## src/rtl/kto_pkg.sv

```systemverilog
// ============================================================================
// kto_pkg: shared types and constants for the keyed table
// Operation and status codes, the entry record and the controller-datapath
// command and status structs.
// ============================================================================
package kto_pkg;

    localparam int KEY_W   = 64;
    localparam int TTL_W   = 8;
    localparam int CHK_W   = 32;
    localparam int TAG_W   = 64;
    localparam int TIME_W  = 40;
    localparam int TALLY_W = 11;

    typedef enum logic [1:0] {
        OP_ADD   = 2'd0,
        OP_FIND  = 2'd1,
        OP_PRUNE = 2'd2,
        OP_COUNT = 2'd3
    } op_t;

    typedef enum logic [2:0] {
        ST_ADDED    = 3'd0,
        ST_UPDATED  = 3'd1,
        ST_EVICTED  = 3'd2,
        ST_REJECTED = 3'd3,
        ST_FOUND    = 3'd4,
        ST_NOTFOUND = 3'd5,
        ST_PRUNED   = 3'd6,
        ST_COUNT    = 3'd7
    } status_t;

    typedef struct packed {
        logic [KEY_W-1:0]  key3;
        logic [KEY_W-1:0]  key2;
        logic [KEY_W-1:0]  key1;
        logic [KEY_W-1:0]  key0;
        logic [TTL_W-1:0]  ttl;
        logic [CHK_W-1:0]  chunks;
        logic [TAG_W-1:0]  tag;
        logic [TIME_W-1:0] stamp;
    } entry_t;

    // Controller to datapath.
    typedef struct packed {
        logic load;      // capture the input item, clear scan state
        logic rd;        // issue a memory read at the scan index
        logic eval;      // evaluate the registered read data
        logic wr_item;   // write the captured item at the target slot
        logic rd_last;   // read the last occupied entry
        logic move_last; // write the read-back last entry at the scan index
        logic set_out;   // build the result
    } cmd_t;

    // Datapath to controller.
    typedef struct packed {
        logic rejected;
        logic scan_end;  // scan index has reached the bound
        logic hit;       // evaluated entry matched (key, or prune age)
        logic full;
    } sts_t;

endpackage

```

## src/rtl/kto_ctrl.sv

```systemverilog
// ============================================================================
// kto_ctrl: sequencing state machine for the keyed table
// Steps the datapath through the scan of each add, find or prune and the
// result handshake.
// ============================================================================
module kto_ctrl (
    input  logic          aclk,
    input  logic          aresetn,
    input  logic          s_valid,
    output logic          s_ready,
    input  logic [1:0]    s_op,
    output logic          m_valid,
    input  logic          m_ready,
    output kto_pkg::cmd_t cmd,
    input  kto_pkg::sts_t sts
);

    typedef enum logic [7:0] {
        S_IDLE  = 8'b0000_0001,
        S_START = 8'b0000_0010,
        S_READ  = 8'b0000_0100,
        S_EVAL  = 8'b0000_1000,
        S_MOVE  = 8'b0001_0000,
        S_WRITE = 8'b0010_0000,
        S_DONE  = 8'b0100_0000,
        S_OUT   = 8'b1000_0000
    } state_t;

    state_t state_reg, state_next;
    logic   out_valid_reg, out_valid_next;
    logic [1:0] op_reg;

    assign s_ready = (state_reg == S_IDLE);
    assign m_valid = out_valid_reg;

    always_comb begin
        state_next     = state_reg;
        out_valid_next = out_valid_reg;
        cmd            = '0;
        if (out_valid_reg && m_ready) begin
            out_valid_next = 1'b0;
        end
        case (state_reg)
            S_IDLE: begin
                if (s_valid) begin
                    cmd.load   = 1'b1;
                    state_next = S_START;
                end
            end
            S_START: begin
                if (op_reg == kto_pkg::OP_COUNT ||
                    (op_reg == kto_pkg::OP_ADD && sts.rejected)) begin
                    state_next = S_DONE;
                end else begin
                    state_next = S_READ;
                end
            end
            S_READ: begin
                if (sts.scan_end) begin
                    state_next = (op_reg == kto_pkg::OP_ADD) ? S_WRITE : S_DONE;
                end else begin
                    cmd.rd     = 1'b1;
                    state_next = S_EVAL;
                end
            end
            S_EVAL: begin
                cmd.eval = 1'b1;
                if (sts.hit) begin
                    if (op_reg == kto_pkg::OP_PRUNE) begin
                        cmd.rd_last = 1'b1;
                        state_next  = S_MOVE;
                    end else if (op_reg == kto_pkg::OP_ADD) begin
                        state_next = S_WRITE;
                    end else begin
                        state_next = S_DONE;
                    end
                end else begin
                    state_next = S_READ;
                end
            end
            S_MOVE: begin
                cmd.move_last = 1'b1;
                state_next    = S_READ;
            end
            S_WRITE: begin
                cmd.wr_item = 1'b1;
                state_next  = S_DONE;
            end
            S_DONE: begin
                if (!out_valid_reg || m_ready) begin
                    cmd.set_out    = 1'b1;
                    out_valid_next = 1'b1;
                    state_next     = S_IDLE;
                end
            end
            default: begin
                state_next = S_IDLE;
            end
        endcase
    end

    always_ff @(posedge aclk) begin
        if (!aresetn) begin
            state_reg     <= S_IDLE;
            out_valid_reg <= 1'b0;
            op_reg        <= '0;
        end else begin
            state_reg     <= state_next;
            out_valid_reg <= out_valid_next;
            if (cmd.load) begin
                op_reg <= s_op;
            end
        end
    end

endmodule

```

## config.mk

```make
export PLATFORM = sky130hd
export DESIGN_NAME = kto_ctrl
export DESIGN_NICKNAME = d
export VERILOG_FILES = /design/src/rtl/kto_pkg.sv /design/src/rtl/kto_ctrl.sv
export SDC_FILE = /design/constraint.sdc
export NUM_CORES = 1
export LEC_CHECK = 0
export BUFFER_PORTS_ARGS = -buffer_cell sky130_fd_sc_hd__buf_2
export CORE_MARGIN = 2
export CORE_UTILIZATION = 25
export CTS_CLUSTER_SIZE = 28
export DETAILED_ROUTE_END_ITERATION = 7
export GPL_TIMING_DRIVEN = 0
export PLACE_DENSITY = 0.52
export RECOVER_POWER = 50
export SLEW_MARGIN = 20
export SYNTH_ARGS = -nofsm -noshare
export SYNTH_HDL_FRONTEND = slang
export SYNTH_SLANG_ARGS = --single-unit
```

## constraint.sdc

```tcl
create_clock -name aclk -period 2.75 [get_ports aclk]
set_input_delay 0.55 -clock aclk [delete_from_list [all_inputs] [get_ports aclk]]
set_output_delay 0.55 -clock aclk [all_outputs]
set_load 0.02 [all_outputs]
```

==> run metrics <==
yosys warns 0; DRC errors left 0; Psw 0.0000993 W; Unique masters post-synth 31; Max VDD drop between 0.3 and 0.4 mV; worst endpoint data arrival time around 2.1 ns; sequential area share after synthesis 0.338; Setup CP Type reg -> out; syn nets 89; CTS Buf Count 3; Comb power frac 0.209; port bufs 17; Max Buffers Root-to-Sink 2; Area Growth Syn to Fin 24.3%; DR iter-0 viols 16; DRT Pass-1 Iters 4; status completed; max cap viols 0; max reg flops 7; DR vias/cell 4.90; chip height roughly 53 um; global placement routability congestion between 0.7 and 0.8; CTS sink count 10; Placement Setup Slack between 0.3 and 0.4 ns; # IOs 19; Synth Area per Inst between 7 and 8 um^2; Synth Register Bits 10; postcts setup bufs 0; wire length per cell 11.2 um; fin. max-slew vios 0; Clock Power Share 0.305; required time of the critical path between 2 and 2.5 ns; CORE AREA between 2000 and 2500 um^2; leakage roughly 0.30 nW; Hold Path Class in -> reg; Cells after Synth slightly below 80; R2R depth 5; share of layout cells above drive strength 1 0.232; ys async rst share 0; Power Dens Cells 449 nW/um^2; number of global-route vias before repair approximately 520; first-pass GRT wire length 2330 um; setup TNS 0 ns; net count reported at finish ~110; Clock Latency Late Sink 0.26 ns; Sw Share 0.301; Detailed Place HPWL 1100 um; Finished Core Util 0.329; CP Max Fanout 6; CTS tree done; post-route ant nets 0; hold path depth 2; top cells by area, synth dfxtp_1, nand2_1, a21oi_1, nor2_1, nor2b_1; number of diodes 0; grt ovf 0; CTS H-Tree Depth 1; pin count of the biggest net entering global routing 11; Final Cell Area between 700 and 800 um^2; RSZ-0062 raised after global routing false; number of enable flip-flop cells after synthesis 0; FP Rows 17; routed vias ~620; die area around 2800 um^2; Synth Flop Type dfxtp_1; FMAX between 300 and 400 MHz; # setup viols final 0; root buffer cell clkbuf_4; top cell type's share of synthesized area 0.338; slew margin rel. 0.742; crit start category flip-flop; Reg power frac 0.485; PnR worst setup slack 0.0934 ns; synthesized area roughly 590 um^2; initial antenna violation count 0; Int Pwr between 0.0002 and 0.00025 W; Worst setup EP type output port; minimum clock period 2.66 ns; Tightest Pin Transition ~0.39 ns; die extent in x approximately 53 um; placed inst area between 700 and 800 um^2; starting density of the core 0.265; final wirelength roughly 1400 um; post-synth top area cell dfxtp_1; Tcrit/Tclk final 0.966; clock transition at the registers of the reported paths ~0.06 ns; gr usage total 0.115; Final Hold Fails 0; clk_skew just under 0.0009 ns
## path summary, 6_finish.rpt
check / from / endpoint / slack [ns]
setup / recovery: state_reg[5]$_SDFFE_PN0P_ / cmd[2] / 0.09
setup reg to reg: state_reg[5]$_SDFFE_PN0P_ / state_reg[4]$_SDFFE_PN0P_ / 0.88
hold reg to reg: op_reg[1]$_SDFFE_PN0P_ / op_reg[1]$_SDFFE_PN0P_ / 0.49
hold / removal: sts[2] / state_reg[3]$_SDFFE_PN0P_ / 0.49
## synthesized netlist by cell type (2+ instances only)
cell      instances
and2_1            2
inv_1             4
nor3_1            3
clkbuf_1          3
xor2_1            2
o21ai_0           2
nor4_1            2
nand2b_1          2
nor2_1            8
nand3_1           2
or4_1             2
dfxtp_1          10
or3_1             3
a21oi_1           6
nand2_1           9
nor2b_1           4
## metal layers
| layer | vias to the layer above | routed length [um] | GRT usage |
|---|---|---|---|
| met1 | 276 | 726 | 0.157 |
| met2 | 22 | 572 | 0.165 |
| met5 | - | 0 | 0 |
| met4 | 0 | 10 | 0.0256 |
| met3 | 2 | 107 | 0.0514 |
| li1 | 322 | - | - |
## area by class of cell
| class | instances | area [um^2] |
|---|---|---|
| plain buffers | 4 | 16.3 |
| clock buffers | 3 | 22.5 |
| fillers | 263 | 1500 |
| inverters | 4 | 15.0 |
| multi-input cells | 61 | 360 |
| flip-flops and latches | 10 | 200 |
| well taps | 28 | 35.0 |
| repair buffers | 17 | 86.3 |
## power groups by stage
stage                     clock network [W]  logic [W]  registers, W
after floorplan                           0  0.0000485      0.000161
after global placement                    0  0.0000687      0.000163
after detailed placement                  0  0.0000688      0.000164
after CTS                          0.000104  0.0000693      0.000160
after global routing               0.000110  0.0000760      0.000161
final                              0.000101  0.0000691      0.000160
## cell families after synthesis
logic type / count (synthesis) / synth area share
XOR/XNOR: 2 / 0.0296
AND/OR/NAND/NOR: 46 / 0.442
AO/OA/AOI/OAI: 13 / 0.137
buffers and inverters: 8 / 0.0528
flip-flops: 10 / 0.338
## per-stage QoR
stage               total power [W]  hold slack [ns]  std cells
floorplan                  0.000209            0.452         79
global placement           0.000232            0.476        124
detailed placement         0.000232            0.492        124
CTS                        0.000333            0.488        127
global route               0.000347            0.495        127
finish                     0.000330            0.489        127
## critical path, cell delays in order (launching register included)
cell     delay [ns]
dfxtp_1        0.32
or4_1          0.51
buf_2          0.17
or4_1          0.49
nor3b_2        0.19
buf_4          0.16
## timing repair
| action | in CTS | in global routing |
|---|---|---|
| hold buffers | 0 | 0 |
| setup endpoints to repair | 0 | 1 |
| resized for setup | 0 | 1 |
## cell usage in the layout, fill, tap and decap left out, types with 2 or more instances in the layout
| master | n |
|---|---|
| or4_1 | 2 |
| buf_2 | 16 |
| clkbuf_4 | 3 |
| and2_1 | 2 |
| a21oi_1 | 6 |
| nand2b_1 | 2 |
| nor4_1 | 2 |
| xor2_1 | 2 |
| nand2_1 | 9 |
| or3_1 | 3 |
| nor2_1 | 8 |
| inv_1 | 4 |
| o21ai_0 | 2 |
| dfxtp_1 | 10 |
| nor2b_1 | 4 |
| nor3_1 | 3 |
| nand3_1 | 2 |
| clkbuf_1 | 4 |
Power figures use the tool's default switching activity.
